$ cat src/rtl/core/ufp_pkg.sv
// ----------------------------------------------------------------------------
// UBX frame parser package
// Shared constants and event codes for the UBX frame parser core and checker.
// ----------------------------------------------------------------------------
package ufp_pkg;

    localparam logic [15:0] SYNC_WORD       = 16'hB562;
    localparam logic [15:0] HEADER_BYTES    = 16'd4;
    localparam logic [15:0] CHECK_BYTES     = 16'd2;
    localparam logic [15:0] CAPACITY_RESET  = 16'd512;

    localparam int          EVENT_W         = 3;

    typedef enum logic [EVENT_W-1:0] {
        EV_HUNT     = 3'd0,
        EV_SYNC     = 3'd1,
        EV_HEADER   = 3'd2,
        EV_PAYLOAD  = 3'd3,
        EV_CHECK_A  = 3'd4,
        EV_GOOD     = 3'd5,
        EV_BAD      = 3'd6,
        EV_TOO_LONG = 3'd7
    } event_t;

endpackage

$ cat src/rtl/core/ubx_frame_parser_core.sv
// ----------------------------------------------------------------------------
// UBX frame parser core
// Hunts for the UBX sync word, checks frame length against a capacity and
// verifies the Fletcher-8 checksum, tagging every byte with position and event.
// ----------------------------------------------------------------------------
// Each accepted byte is registered and its result is shown in the next cycle.
// Throughput: 1 byte per cycle while the master side is ready; the single result
// register is refilled in the same cycle that its contents are taken.
// Reset: parser returns to sync search, capacity to 512, no result pending.
module ubx_frame_parser_core
(
    input  logic        clk,
    input  logic        rst_n,

    input  logic        cfg_wr_en,
    input  logic [15:0] cfg_wr_data,    // frame_capacity

    input  logic        s_axis_tvalid,
    output logic        s_axis_tready,
    input  logic [7:0]  s_axis_tdata,   // [7:0] rx_byte

    output logic        m_axis_tvalid,
    input  logic        m_axis_tready,
    output logic [23:0] m_axis_tdata,   // [7:0] data_out, [23:8] position
    output logic [2:0]  m_axis_tuser,   // [2:0] event_res
    output logic        m_axis_tlast    // frame_end
);

    typedef enum logic [1:0] {
        PH_HUNT   = 2'd0,
        PH_HEADER = 2'd1,
        PH_BODY   = 2'd2
    } phase_t;

    phase_t                       phase_reg, phase_next;
    logic [15:0]                  capacity_reg;
    logic [15:0]                  sync_shift_reg, sync_shift_next;
    logic [15:0]                  byte_count_reg, byte_count_next;
    logic [15:0]                  expected_total_reg, expected_total_next;
    logic [7:0]                   length_low_reg, length_low_next;
    logic [7:0]                   sum_a_reg, sum_a_next;
    logic [7:0]                   sum_b_reg, sum_b_next;
    logic [7:0]                   check_a_reg, check_a_next;

    logic                         out_valid_reg;
    logic [7:0]                   out_byte_reg;
    logic [15:0]                  out_pos_reg, pos_next;
    ufp_pkg::event_t              out_event_reg, event_next;
    logic                         out_last_reg, last_next;

    logic                         accept;
    logic [7:0]                   rx;
    logic [7:0]                   add_a;
    logic [16:0]                  total;
    logic [16:0]                  pos_plus_check;

    assign s_axis_tready = !out_valid_reg || m_axis_tready;
    assign accept        = s_axis_tvalid && s_axis_tready;
    assign rx            = s_axis_tdata;

    assign add_a          = sum_a_reg + rx;
    assign total          = {1'b0, rx, length_low_reg}
                          + {1'b0, ufp_pkg::HEADER_BYTES + ufp_pkg::CHECK_BYTES};
    assign pos_plus_check = {1'b0, byte_count_reg} + {1'b0, ufp_pkg::CHECK_BYTES};

    always_comb
    begin
        phase_next          = phase_reg;
        sync_shift_next     = sync_shift_reg;
        byte_count_next     = byte_count_reg;
        expected_total_next = expected_total_reg;
        length_low_next     = length_low_reg;
        sum_a_next          = sum_a_reg;
        sum_b_next          = sum_b_reg;
        check_a_next        = check_a_reg;
        pos_next            = '0;
        event_next          = ufp_pkg::EV_HUNT;
        last_next           = 1'b0;

        case (phase_reg)
            PH_HEADER:
            begin
                pos_next        = byte_count_reg;
                byte_count_next = byte_count_reg + 16'd1;
                sum_a_next      = add_a;
                sum_b_next      = sum_b_reg + add_a;
                event_next      = ufp_pkg::EV_HEADER;
                if (byte_count_reg == 16'd2)
                begin
                    length_low_next = rx;
                end
                else if (byte_count_reg == ufp_pkg::HEADER_BYTES - 16'd1)
                begin
                    if (total > {1'b0, capacity_reg})
                    begin
                        event_next      = ufp_pkg::EV_TOO_LONG;
                        last_next       = 1'b1;
                        phase_next      = PH_HUNT;
                        sync_shift_next = '0;
                    end
                    else
                    begin
                        expected_total_next = total[15:0];
                        phase_next          = PH_BODY;
                    end
                end
            end
            PH_BODY:
            begin
                pos_next        = byte_count_reg;
                byte_count_next = byte_count_reg + 16'd1;
                if (pos_plus_check < {1'b0, expected_total_reg})
                begin
                    sum_a_next = add_a;
                    sum_b_next = sum_b_reg + add_a;
                    event_next = ufp_pkg::EV_PAYLOAD;
                end
                else if (pos_plus_check == {1'b0, expected_total_reg})
                begin
                    check_a_next = rx;
                    event_next   = ufp_pkg::EV_CHECK_A;
                end
                else
                begin
                    event_next      = (check_a_reg == sum_a_reg && rx == sum_b_reg)
                                    ? ufp_pkg::EV_GOOD : ufp_pkg::EV_BAD;
                    last_next       = 1'b1;
                    phase_next      = PH_HUNT;
                    sync_shift_next = '0;
                end
            end
            default:
            begin
                phase_next      = PH_HUNT;
                sync_shift_next = {sync_shift_reg[7:0], rx};
                if ({sync_shift_reg[7:0], rx} == ufp_pkg::SYNC_WORD)
                begin
                    event_next      = ufp_pkg::EV_SYNC;
                    phase_next      = PH_HEADER;
                    byte_count_next = '0;
                    sum_a_next      = '0;
                    sum_b_next      = '0;
                end
            end
        endcase
    end

    always_ff @(posedge clk or negedge rst_n)
    begin
        if (!rst_n)
        begin
            phase_reg          <= PH_HUNT;
            capacity_reg       <= ufp_pkg::CAPACITY_RESET;
            sync_shift_reg     <= '0;
            byte_count_reg     <= '0;
            expected_total_reg <= '0;
            length_low_reg     <= '0;
            sum_a_reg          <= '0;
            sum_b_reg          <= '0;
            check_a_reg        <= '0;
            out_valid_reg      <= 1'b0;
            out_byte_reg       <= '0;
            out_pos_reg        <= '0;
            out_event_reg      <= ufp_pkg::EV_HUNT;
            out_last_reg       <= 1'b0;
        end
        else
        begin
            if (cfg_wr_en)
            begin
                capacity_reg <= cfg_wr_data;
            end
            if (accept)
            begin
                phase_reg          <= phase_next;
                sync_shift_reg     <= sync_shift_next;
                byte_count_reg     <= byte_count_next;
                expected_total_reg <= expected_total_next;
                length_low_reg     <= length_low_next;
                sum_a_reg          <= sum_a_next;
                sum_b_reg          <= sum_b_next;
                check_a_reg        <= check_a_next;
                out_byte_reg       <= rx;
                out_pos_reg        <= pos_next;
                out_event_reg      <= event_next;
                out_last_reg       <= last_next;
            end
            if (accept)
            begin
                out_valid_reg <= 1'b1;
            end
            else if (m_axis_tready)
            begin
                out_valid_reg <= 1'b0;
            end
        end
    end

    assign m_axis_tvalid = out_valid_reg;
    assign m_axis_tdata  = {out_pos_reg, out_byte_reg};
    assign m_axis_tuser  = out_event_reg;
    assign m_axis_tlast  = out_last_reg;

endmodule

$ cat config.mk
export PLATFORM = sky130hd
export DESIGN_NAME = ubx_frame_parser_core
export DESIGN_NICKNAME = d
export VERILOG_FILES = /design/src/rtl/core/ufp_pkg.sv /design/src/rtl/core/ubx_frame_parser_core.sv
export SDC_FILE = /design/constraint.sdc
export NUM_CORES = 1
export LEC_CHECK = 0
export BUFFER_PORTS_ARGS = -buffer_cell sky130_fd_sc_hd__buf_4
export CORE_MARGIN = 3
export CORE_UTILIZATION = 56
export CTS_BUF_LIST = sky130_fd_sc_hd__clkbuf_8
export CTS_CLUSTER_SIZE = 10
export DETAILED_ROUTE_END_ITERATION = 7
export GPL_TIMING_DRIVEN = 0
export PLACE_DENSITY = 0.87
export SETUP_SLACK_MARGIN = 0.05
export SYNTH_ARGS = -nofsm -noshare
export SYNTH_HDL_FRONTEND = slang
export SYNTH_SLANG_ARGS = --single-unit
$ cat constraint.sdc
create_clock -name clk -period 3.4 [get_ports clk]
set_input_delay 0 -clock clk [delete_from_list [all_inputs] [get_ports clk]]
set_output_delay 0 -clock clk [all_outputs]
set_load 0.02 [all_outputs]
Word-level counts from Yosys, hierarchy flattened
Cells that the tools add are included.
Cells by class
  magnitude comparators: 2
  muxes and demuxes: 37
  reduce and logical (&&, ||, !) cells: 15
  bitwise gates (word level): 3
  equal/unequal tests: 14
  add/sub/neg operators: 5
Operators by type and width (number)
  $mux 8: 8
  $mux 16: 3
  $pmux 8 s2: 3
  $eq 16x2->1 const B: 2
  $add 16x2->17 const B: 1
  $add 16x3->17 const B: 1
  $eq 17x16->1: 1
  $gt 17x16->1: 1
  $lt 17x16->1: 1
  $add 16x1->16 const B: 1
  $add 8x8->8: 2
  $eq 16x16->1 const B: 1
  $eq 8x8->1: 2
  $mux 2: 7
  $mux 3: 4
  $ne 2x2->1 const B: 6
  $reduce_and 5->1: 2
  $mux 1: 9
  $pmux 3 s2: 1
  $reduce_and 3->1: 2
  $reduce_and 6->1: 1
  $pmux 2 s2: 1
  $reduce_and 4->1: 1
  $reduce_bool 2->1: 2
  10 further kinds: 13
Word-level totals
  bits of input ports: 29
  register bits: 119
  output and inout bits: 30
  word-level logic and storage cells: 90

Logic depth before layout (Yosys ltp)
Gate-level depths: netlist of run 1.
  word-level depth: 6
  mapped depth: 15

Least setup slack after synthesis of run 1
Ideal clock, no wire load.
  path kind: flip-flop to flip-flop
  from: register byte_count_reg[2]
  to: register sync_shift_reg[0]
  arrival time: 3.363 ns
  data required time: 3.321 ns
  path slack: -0.043 ns
  buffers on the path: 1
  library setup time: 0.079 ns
  cell stages (with the launch flop): 16
  cells stage by stage: dfrtp_1 -> ha_1 -> nand3_1 -> nor2_1 -> and3_1 -> and4_1 -> xor2_1 -> ha_1 -> nand3_1 -> or3_1 -> a211oi_1 -> a221o_1 -> a21o_1 -> nand2b_4 -> buf_6 -> mux2i_1
On the way
  longest elaborated chain between the ends: 4
  elaborated cells between the ends (all ways): 10
Ends and longest elaborated chain
  start, declared: line ubx_frame_parser_core.sv:38  | logic [15:0] byte_count_reg, byte_count_next;
  start signal, assigned: line ubx_frame_parser_core.sv:177  | byte_count_reg <= byte_count_next;
  $add 16x2->17: line ubx_frame_parser_core.sv:64  | assign pos_plus_check = {1'b0, byte_count_reg} + {1'b0, ufp_pkg::CHECK_BYTES};
  $lt 17x16->1 or $eq 17x16->1 (tied branches): line ubx_frame_parser_core.sv:112, ubx_frame_parser_core.sv:118
  $ne 2x2->1 (no line)
  $reduce_and 6->1 (no line) *
  end signal, assigned: line ubx_frame_parser_core.sv:176  | sync_shift_reg <= sync_shift_next;
  end, declared: line ubx_frame_parser_core.sv:37  | logic [15:0] sync_shift_reg, sync_shift_next;
Every way passes the cells marked *; elsewhere a longest branch is shown, timed or not.
A chain may end at the register's enable or synchronous reset.

Worst setup path in the final report of run 1
  from: register length_low_reg[2]
  to: register out_last_reg (netlist: m_axis_tlast)
On the way
  longest elaborated chain between the ends: 6
Ends and longest elaborated chain
  start, declared: line ubx_frame_parser_core.sv:40  | logic [7:0] length_low_reg, length_low_next;
  start signal, assigned: line ubx_frame_parser_core.sv:179  | length_low_reg <= length_low_next;
  $add 16x3->17: line ubx_frame_parser_core.sv:63  | + {1'b0, ufp_pkg::HEADER_BYTES + ufp_pkg::CHECK_BYTES};
  net total[13]: line ubx_frame_parser_core.sv:54  | logic [16:0] total;
  $gt 17x16->1: line ubx_frame_parser_core.sv:94  | if (total > {1'b0, capacity_reg})
  $mux 1: line ubx_frame_parser_core.sv:94
  $mux 1: line ubx_frame_parser_core.sv:92  | else if (byte_count_reg == ufp_pkg::HEADER_BYTES - 16'd1)
  $mux 1: line ubx_frame_parser_core.sv:88  | if (byte_count_reg == 16'd2)
  $pmux 1 s2: line ubx_frame_parser_core.sv:80  | case (phase_reg)
  end signal, assigned: line ubx_frame_parser_core.sv:186  | out_last_reg <= last_next;
  end, declared: line ubx_frame_parser_core.sv:49  | logic out_last_reg, last_next;
The timed path passes the listed nets, and every way through them passes these cells.

==> impl_results.md, run 1 <==
- Mapped cell area: 6920 µm²
- HP Class: input pin to asynchronous set/reset pin
- Max-cap violations: 0
- Fin crit period: 3720 ps
- Tcrit/Tclk final: 1.09
- Final RePlAce weighted congestion: 0.964
- CP required: 3800 ps
- Worst Clk Skew: 16.0 ps
- Post-route ant nets: 0
- Yosys cell types: 59
- Clock sink count: 119
- Syn-to-layout area delta: 32.4%
- Die Area: 13,700 µm²
- Max FO, Critical Path: 3
- HPWL after detailed placement: 11.6 mm
- Clock latency on the worst-skew pair: 470 ps
- H-Tree Depth: 4
- Cell count after placement: 961
- Via-to-Cell Ratio: 6.43
- Row Count: 39
- TritonCTS Buffers: 17
- Non-filler instance count after layout: 1,041
- Power per cell area: 376 nW/µm²
- Net count after synthesis: 822
- Final net count: 947
- Drt wl/cell: 23.2 µm
- RSZ-0062 raised after global routing: yes
- Vias in the first global route: 6,213
- Max IR drop VDD: 0.320 mV
- Worst-path clk slew: 90 ps
- Layout Utilization: 0.779
- IO Port Bufs: 57
- GRT Overall Usage: 0.294
- Pleak: 4.31 nW
- Root Buffer: clkbuf_8
- Die Wd: 117 µm
- Die height: 117 µm
- Synthesized flop and latch total: 119
- Syn avg cell area: 9.36 µm²
- Overall via count from detail_route: 6,691
- Post-Syn Instances: 739
- Initial antenna violation count: 0
- Diode count: 0
- Drt total wl: 24.1 mm
- Seq/Total Area, Yosys: 0.431
- Commonest register cell after synthesis: dfrtp_1
- Synth async-reset ratio: 1.00
- Clock Path Buffers: 2
- DRT Pass-1 Iters: 7
- Max Slew Vio Count: 0
- Grt total ovfl: 0
- Slew at the pin closest to its max-slew limit: 749 ps
- Outcome: complete, but fails checks
- Worst Setup End Kind: register
- Failing checks: negative setup slack
- Layout cells sized above 1: 0.291
- Initial Utilization: 0.588
- First-pass GRT wire length: 31.1 mm
- CTS tree: done
- Final worst slack: -320 ps
- DR DRC count: 0
- Top Ports: 59
- Fin. Hold Viols: 0
- CP Launch Type: register
- Worst Path Class, Setup: register to register
- Synth warn: 0
- # setup viols final: 32
- Initial DRC Count: 812
- Critical path arrival: 4120 ps
- Maximum clock frequency: 269 MHz
- Relative slew margins: 0.501
- Largest net degree at the start of global routing: 93
- Number of synthesized flops with an enable pin: 0
- Core area: 11,800 µm²
-- layer usage --
| metal | GRT usage | wire [µm] | up-vias |
|---|---|---|---|
| met4 | 0.151 | 1940 | 0 |
| met3 | 0.0694 | 2150 | 198 |
| li1 | - | - | 2763 |
| met5 | 0 | 0 | - |
| met2 | 0.488 | 11300 | 517 |
| met1 | 0.360 | 8680 | 3213 |
-- metrics by stage --
step | total power, mW | hold slack (ps) | instance area [µm²] | worst slack [ps] | setup TNS [ps]
floorplan | 1.71 | -296 | 6920 | 94.1 | 0
global placement | 1.84 | 208 | 7560 | -444 | -17690
detailed placement | 1.85 | -113 | 7590 | -532 | -22630
CTS | 3.32 | 26.8 | 8530 | 55.3 | 0
global route | 3.53 | 40.6 | 9160 | -321 | -7230
finish | 3.44 | 46.2 | 9160 | -320 | -5280
-- what timing repair did --
action                                  in CTS  in global routing
endpoints found under the setup margin      54                 53
cloned                                       1                  1
setup buffers                               16                 10
resized for setup                           36                127
hold buffers                                21                  0
hold endpoints to repair                   137                  0
pin swaps                                    8                 37
-- cell usage in the layout (no fill, tap or decap), types with 5 or more instances in the layout --
cell type	n
nor2_1	27
dlygate4sd3_1	20
a21oi_2	13
nand2_2	8
nor2b_1	5
xnor2_1	28
ha_1	47
and3_1	7
o21ai_1	5
mux2_2	23
o31ai_1	10
inv_1	58
a21oi_1	20
or3_1	6
buf_6	6
o21ai_0	53
dfrtp_1	115
nand4_1	12
clkbuf_1	16
nand3_1	6
mux2i_1	8
ha_4	5
clkbuf_8	19
nor4_1	5
a21o_1	9
nor2_4	14
xor2_1	26
nand2_1	106
buf_4	83
-- critical path: stages (launching register included) --
cell	delay (ps)
dfrtp_1	430
inv_2	90
ha_4	170
nand3b_1	330
nor2_4	240
nand2_2	120
xnor2_4	190
ha_4	340
nand3_4	120
nor4_4	310
a21boi_4	280
o41ai_4	150
buf_4	170
a2111oi_4	420
a21oi_1	140
o21ai_1	160
-- worst paths after layout --
check / depth (start not counted) / slack (ps) / startpoint / endpoint
min: 3 / 50 / rst_n / capacity_reg[6]
min in group clk: 4 / 50 / s_axis_tdata[0] / sum_a_reg[0]
max: 15 / -320 / length_low_reg[2] / m_axis_tlast
max reg2reg: 15 / -320 / length_low_reg[2] / m_axis_tlast
min reg2reg: 2 / 490 / out_pos_reg[11] / out_pos_reg[11]
max in group asynchronous: 3 / 2830 / rst_n / byte_count_reg[9]
-- area by class of cell --
cell class | count | area (µm²)
clock inverters | 13 | 179
well taps | 164 | 205
inverters | 59 | 221
flip-flops and latches | 119 | 2980
plain buffers | 35 | 216
repair buffers | 107 | 922
fillers | 644 | 2600
multi-input cells | 525 | 4170
clock buffers | 19 | 262
-- cells by family (layout without fill, tap and decap cells) --
family,Yosys count,in the layout,share of synthesized area
compound gates,139,139,0.120
xor+xnor,64,64,0.0811
fa+ha+maj,54,54,0.0999
buf+inv,95,233,0.0555
flops,119,119,0.431
mux,31,31,0.0490
simple gates,237,237,0.164
-- power breakdown --
part	switching (mW)	total (mW)	internal (mW)
clock network	0.633	1.47	0.832
logic	0.280	0.479	0.199
registers	0.0300	1.50	1.47
total	0.944	3.44	2.50
-- cell usage after synthesis, types with 7 or more instances --
| library cell | n | area share |
|---|---|---|
| dfrtp_1 | 118 | 0.43 |
| nand2_1 | 115 | 0.062 |
| inv_1 | 59 | 0.032 |
| o21ai_0 | 59 | 0.043 |
| ha_1 | 52 | 0.094 |
| nor2_1 | 44 | 0.024 |
| xnor2_1 | 35 | 0.044 |
| a21oi_1 | 34 | 0.025 |
| xor2_1 | 29 | 0.037 |
| mux2_2 | 23 | 0.037 |
| clkbuf_1 | 22 | 0.012 |
| nand3_1 | 12 | 0.0087 |
| nand4_1 | 12 | 0.011 |
| o31ai_1 | 12 | 0.013 |
| a21o_1 | 9 | 0.0098 |
| buf_2 | 9 | 0.0065 |
| and3_1 | 8 | 0.0072 |
| mux2i_1 | 8 | 0.012 |
| or3_1 | 7 | 0.0063 |
(Power assumes the default switching activity.)
==> run 2: changes to the inputs <==
--- a/config.mk
+++ b/config.mk
@@ -6,13 +6,15 @@
 export NUM_CORES = 1
 export LEC_CHECK = 0
 export BUFFER_PORTS_ARGS = -buffer_cell sky130_fd_sc_hd__buf_4
+export CELL_PAD_IN_SITES_DETAIL_PLACEMENT = 0
+export CELL_PAD_IN_SITES_GLOBAL_PLACEMENT = 2
 export CORE_MARGIN = 3
-export CORE_UTILIZATION = 56
+export CORE_UTILIZATION = 36
 export CTS_BUF_LIST = sky130_fd_sc_hd__clkbuf_8
 export CTS_CLUSTER_SIZE = 10
 export DETAILED_ROUTE_END_ITERATION = 7
 export GPL_TIMING_DRIVEN = 0
-export PLACE_DENSITY = 0.87
+export PLACE_DENSITY_LB_ADDON = 0.05
 export SETUP_SLACK_MARGIN = 0.05
 export SYNTH_ARGS = -nofsm -noshare
 export SYNTH_HDL_FRONTEND = slang
==> run 2 against run 1 <==
The run now ends clean; core utilization fell by 29 points; setup slack improved by 390 ps; power fell by 0.66%.
==> impl_results.md, run 2 (synthesis gave the netlist of run 1 again) <==
- Syn-to-layout area delta: 33.7%
- Pleak: 4.34 nW (+0.83%)
- Tcrit/Tclk final: 0.981 (-0.114)
- CP Launch Type: register
- Die height: 145 µm (+23%)
- Via-to-Cell Ratio: 5.09 (-21%)
- Worst Setup End Kind: register
- Most used cell, CP: ha_4
- Core area: 18,800 µm² (+60%)
- Worst-path clk slew: 80 ps (about the same)
- DRT Pass-1 Iters: 4 (-3)
- Diode count: 0 (unchanged)
- CP max stage delay: 400 ps (-30 ps)
- Largest net degree at the start of global routing: 84 (-9.7%)
- RSZ-0062 raised after global routing: yes
- Most frequent cells in the layout: dfrtp_1 (114), nand2_1 (109), buf_4 (93), inv_1 (57), o21ai_0 (54)
- Grt total ovfl: 0 (unchanged)
- Worst Path Class, Setup: register to register
- Die Wd: 145 µm (+23%)
- Slew at the pin closest to its max-slew limit: 773 ps (+23.5 ps)
- CTS tree: done
- Worst Clk Skew: 13.7 ps (-2.29 ps)
- Initial DRC Count: 186 (-77%)
- Fin area: 9250 µm² (+0.96%)
- Drt wl/cell: 17.7 µm (-23%)
- DR DRC count: 0 (unchanged)
- Maximum clock frequency: 300 MHz (+12%)
- Max IR drop VDD: 0.260 mV (-19%)
- Fin crit period: 3330 ps (-386 ps)
- HP Class: input pin to asynchronous set/reset pin
- Met2 routed WL: 10.1 mm (-11%)
- Power per cell area: 370 nW/µm² (-1.6%)
- Max Slew Vio Count: 0 (unchanged)
- Outcome: finished, final reports clean
- Die Area: 20,900 µm² (+52%)
- Drt total wl: 19.8 mm (-18%)
- H-Tree Depth: 4 (unchanged)
- CP required: 3780 ps (-20 ps)
- Layout cells sized above 1: 0.284 (-0.00651)
- TritonCTS Buffers: 17 (unchanged)
- M1 wire length: 8.87 mm (+2.3%)
- Fin. Hold Viols: 0 (unchanged)
- CP delay by family, top: simple AND/OR/NAND/NOR gates
- Root Buffer: clkbuf_8
- FF/Latch Area: 2980 µm² (about the same)
- Max-cap violations: 0 (unchanged)
- Met3 wire length: 534 µm (-75%)
- First-pass GRT wire length: 31.1 mm (+0.20%)
- GRT Overall Usage: 0.194 (-0.100)
- Layout Utilization: 0.493 (-0.286)
- Initial antenna violation count: 0 (unchanged)
- Area of the multi-input gates: 4170 µm² (unchanged)
- Top Ports: 59 (unchanged)
- Commonest non-fill, non-tap cell in the layout: dfrtp_1
- Vias in the first global route: 5,920 (-4.7%)
- Slowest library cell on the worst path: a2111oi_4
- Initial Utilization: 0.368 (-0.220)
- # setup viols final: 0 (-100%)
- Clock Path Buffers: 2 (unchanged)
- Relative slew margins: 0.485 (-0.0156)
- Worst Path Buf+Inv: 2 (unchanged)
- Number of fillers in the final layout: 1,758 (+170%)
- Critical path arrival: 3710 ps (-410 ps)
- Placed cell area: 7680 µm² (+1.2%)
- HPWL after detailed placement: 13.9 mm (+21%)
- Max FO, Critical Path: 3 (unchanged)
- Clock sink count: 119 (unchanged)
- Clock latency on the worst-skew pair: 450 ps (-20 ps)
- Post-route ant nets: 0 (unchanged)
- Final RePlAce weighted congestion: 0.849 (-12%)
- Worst path cell trace: inv_2, ha_4, nand3b_1, nor2_4, nand2_4, xnor2_4, ha_4, nand3_4, nor4_4, a21boi_4, o41ai_4, buf_4, a2111oi_4, nor2_1, o21ai_1
- Row Count: 50 (+28%)
- Final net count: 954 (+0.74%)
- Top routing layer in use: met4
- Overall via count from detail_route: 5,681 (-15%)
- IO Port Bufs: 57 (unchanged)
-- run 2: cell count changes in the layout (fill, tap and decap cells not counted), sizes merged --
cell and change:
dlygate4sd3 +1, buf +4, inv -1, clkbuf +3
clkinv -2, clkinvlp +1
-- run 2: cell type report --
cell class	instances	area share
clock buffers	20	0.0298
plain buffers	35	0.0217
multi-input cells	525	0.451
repair buffers	114	0.101
well taps	234	0.0317
flip-flops and latches	119	0.323
inverters	59	0.0240
clock inverters	11	0.0187
-- run 2: metal layers --
layer | track usage | up-vias
met5 | 0 | -
met4 | 0.0535 | 0
met3 | 0.0450 | 23
met2 | 0.332 | 69
met1 | 0.247 | 2816
li1 | - | 2773
-- run 2: repair_timing --
item | 4_1_cts | 5_1_grt
endpoints found under the setup margin | 54 | 53
hold endpoints to repair | 137 | 0
cloned | 0 | 1
setup buffers | 21 | 13
hold buffers | 21 | 0
pin swaps | 21 | 34
gates resized for setup | 57 | 76
-- run 2: final timing paths --
path | start | slack, ps | cells past startpoint | endpoint
max reg2reg | length_low_reg[1] | 70 | 15 | m_axis_tuser[2]
max in group asynchronous | rst_n | 2630 | 3 | byte_count_reg[1]
max | length_low_reg[1] | 70 | 15 | m_axis_tuser[2]
min in group clk | s_axis_tdata[0] | 60 | 4 | sync_shift_reg[0]
min reg2reg | out_pos_reg[1] | 490 | 2 | out_pos_reg[1]
min | rst_n | 10 | 2 | capacity_reg[5]
-- run 2: worst register-to-register path, stage by stage, from the launching register on --
cell       delay [ps]
dfrtp_1           370
inv_2              60
ha_4              150
nand3b_1          230
nor2_4            240
nand2_4            90
xnor2_4           160
ha_4              330
nand3_4           100
nor4_4            350
a21boi_4          250
o41ai_4           120
buf_4             160
a2111oi_4         400
nor2_1            120
o21ai_1           130
-- run 2: power breakdown --
part	total (mW)	internal, mW	switching, mW
Clock	1.47	0.854	0.619
Sequential	1.49	1.47	0.0251
Combinational	0.454	0.207	0.247
Total	3.42	2.53	0.891
-- run 2: per-stage QoR --
stage	hold slack (ps)	setup slack (ps)	setup TNS [ps]	std cells	power, mW
global placement	209	-655	-28430	1030	1.85
floorplan	-296	94.1	0	739	1.71
CTS	3.31	50.9	0	1103	3.41
global route	21.5	-130	-637	1117	3.58
detailed placement	-77.0	-644	-29280	1031	1.87
finish	12.1	66.3	0	1117	3.42
==> run 3: changes to the inputs <==
--- a/config.mk
+++ b/config.mk
@@ -15,7 +15,7 @@
 export DETAILED_ROUTE_END_ITERATION = 7
 export GPL_TIMING_DRIVEN = 0
 export PLACE_DENSITY_LB_ADDON = 0.05
-export SETUP_SLACK_MARGIN = 0.05
+export SETUP_SLACK_MARGIN = 0.5
 export SYNTH_ARGS = -nofsm -noshare
 export SYNTH_HDL_FRONTEND = slang
 export SYNTH_SLANG_ARGS = --single-unit
==> run 3 against run 2 <==
First-iteration DRC count grew 50%; worst hold slack worse by 0.88 ps; clock-buffer cell count shrank 2; critical path depth unchanged; routed wire length increased by 0.17%; global-route usage up 0.57 points; via count increased by 2.7%; cell count up 2.1%; largest cell class unchanged.
==> impl_results.md, run 3 (synthesis gave the netlist of run 1 again) <==
- Worst Setup End Kind: register
- Clock latency on the worst-skew pair: 450 ps (about the same)
- Die Area: 20,900 µm² (unchanged)
- Grt total ovfl: 0 (unchanged)
- Root Buffer: clkbuf_8
- Fin area: 9510 µm² (+2.8%)
- Commonest non-fill, non-tap cell in the layout: dfrtp_1
- Worst-path clk slew: 90 ps (about the same)
- CP max stage delay: 450 ps (+50 ps)
- FF/Latch Area: 2980 µm² (about the same)
- Max FO, Critical Path: 4 (+1)
- Overall via count from detail_route: 5,834 (+2.7%)
- CP required: 3770 ps (about the same)
- Non-filler instance count after layout: 1,140 (+2.1%)
- Vias in the first global route: 6,164 (+4.1%)
- Initial Utilization: 0.368 (unchanged)
- Worst path cell trace: buf_4, o211ai_1, buf_4, nor2_4, nand3_2, xnor2_2, ha_1, nand2_2, nor4_4, a21boi_4, o41ai_4, buf_4, a2111oi_4, nor2_1, o21ai_1
- CTS tree: done
- Fin crit period: 3340 ps (+10.5 ps)
- DR DRC count: 0 (unchanged)
- Drt total wl: 19.8 mm (+0.17%)
- Outcome: finished, final reports clean
- Final RePlAce weighted congestion: 0.860 (+1.3%)
- Initial antenna violation count: 0 (unchanged)
- Layout cells sized above 1: 0.315 (+0.0303)
- Tcrit/Tclk final: 0.984 (+0.00309)
- Power per cell area: 349 nW/µm² (-5.6%)
- CP delay by family, top: compound AO/OA/AOI/OAI gates
- First-pass GRT wire length: 32.1 mm (+3.1%)
- RSZ-0062 raised after global routing: yes
- Clock Path Buffers: 2 (unchanged)
- Via-to-Cell Ratio: 5.12 (+0.62%)
- Most used cell, CP: buf_4
- HPWL after detailed placement: 13.9 mm (about the same)
- Worst hold-check slack: 11.2 ps (-0.879 ps)
- # setup viols final: 0 (unchanged)
- Core area: 18,800 µm² (unchanged)
- Tot Pwr: 3.32 mW (-2.9%)
- CP Launch Type: register
- Initial DRC Count: 279 (+50%)
- Worst Path Class, Setup: register to register
- HP Class: input pin to asynchronous set/reset pin
- Pre-CTS setup slack: -267 ps (+377 ps)
- Final net count: 976 (+2.3%)
- Largest net degree at the start of global routing: 85 (+1.2%)
- Drt wl/cell: 17.4 µm (-1.8%)
- TritonCTS Buffers: 17 (unchanged)
- Clock sink count: 119 (unchanged)
- Syn-to-layout area delta: 37.5%
- Diode count: 0 (unchanged)
- Max IR drop VDD: 0.226 mV (-13%)
- Maximum clock frequency: 299 MHz (-0.31%)
- Relative slew margins: 0.470 (-0.0151)
- Die height: 145 µm (unchanged)
- H-Tree Depth: 4 (unchanged)
- Final worst slack: 55.8 ps (-10.5 ps)
- Layout Utilization: 0.507 (+0.0140)
- Worst Clk Skew: 16.8 ps (+3.04 ps)
- Pleak: 4.49 nW (+3.3%)
- Top Ports: 59 (unchanged)
- Placed cell area: 7820 µm² (+1.8%)
- Slew at the pin closest to its max-slew limit: 795 ps (+22.6 ps)
- Most frequent cells in the layout: dfrtp_1 (115), nand2_1 (110), buf_4 (109), inv_1 (57), o21ai_0 (51)
- Post-route ant nets: 0 (unchanged)
- Fin. Hold Viols: 0 (unchanged)
- Critical path arrival: 3720 ps (about the same)
- DRT Pass-1 Iters: 4 (unchanged)
- IO Port Bufs: 57 (unchanged)
- Area of the multi-input gates: 4220 µm² (+1.2%)
- Row Count: 50 (unchanged)
- Die Wd: 145 µm (unchanged)
- TNS Setup: 0 ps (unchanged)
- Cell count after placement: 1,031 (unchanged)
- Max Slew Vio Count: 0 (unchanged)
- Max-cap violations: 0 (unchanged)
- Worst Path Buf+Inv: 3 (+1)
- GRT Overall Usage: 0.200 (+0.00573)
- Number of fillers in the final layout: 1,762 (+0.23%)
- Slowest library cell on the worst path: a2111oi_4
run 3: cell types whose count changed in the layout (fill, tap and decap cells not counted), moves of 5 or more:
| cell | delta |
|---|---|
| buf_4 | +16 |
| nor2_1 | -8 |
| mux2_2 | -7 |
| mux2_4 | +7 |
| clkbuf_4 | -6 |
| buf_6 | +5 |
| clkbuf_8 | +5 |
| inv_6 | +5 |
run 3: timing repair:
item                                   CTS  global route
setup endpoints to repair               54            54
endpoints found under the hold margin  137             0
gates cloned                             2             0
setup buffers                           40            14
hold buffers                            21             0
resized for setup                      108            22
pin swaps                               56            21
run 3: final cells by class:
cell class	count	share of cell area
multi-input cells	525	0.444
flip-flops and latches	119	0.314
repair buffers	135	0.117
well taps	234	0.0308
plain buffers	36	0.0280
clock buffers	18	0.0261
inverters	59	0.0233
clock inverters	14	0.0175
run 3: worst paths after layout:
kind,start,cells after the start,endpoint,slack [ps]
worst max-delay path,length_low_reg[1],15,m_axis_tuser[2],60
worst min-delay path,rst_n,2,capacity_reg[4],10
worst max register to register,length_low_reg[1],15,m_axis_tuser[2],60
worst min register to register,out_pos_reg[8],2,out_pos_reg[8],480
max in group asynchronous,rst_n,3,byte_count_reg[2],2620
min in group clk,s_axis_tdata[7],3,sync_shift_reg[7],50
run 3: metal layers:
layer  up-vias  wire length (µm)  global-route usage  part of all wire
li1       2819                 -                   -                 -
met1      2925              9070               0.258              0.46
met2        66              9960               0.340              0.50
met3        24               525              0.0410             0.026
met4         0               276              0.0569             0.014
met5         -                 0                   0                 0
run 3: worst reg2reg max path: cells and delay by family (launching register included):
| kind | cells | cell delay [ps] |
|---|---|---|
| compound gates | 5 | 1040 |
| buf+inv | 3 | 470 |
| fa+ha+maj | 1 | 350 |
| flops | 1 | 370 |
| simple gates | 5 | 830 |
| xor+xnor | 1 | 220 |
run 3: where the power goes:
part / total (mW) / switching [mW] / leakage, nW / internal (mW)
Clock: 1.38 / 0.685 / 0.207 / 0.692
Sequential: 1.49 / 0.0235 / 1.51 / 1.47
Combinational: 0.453 / 0.247 / 2.77 / 0.206
Total: 3.32 / 0.956 / 4.49 / 2.36
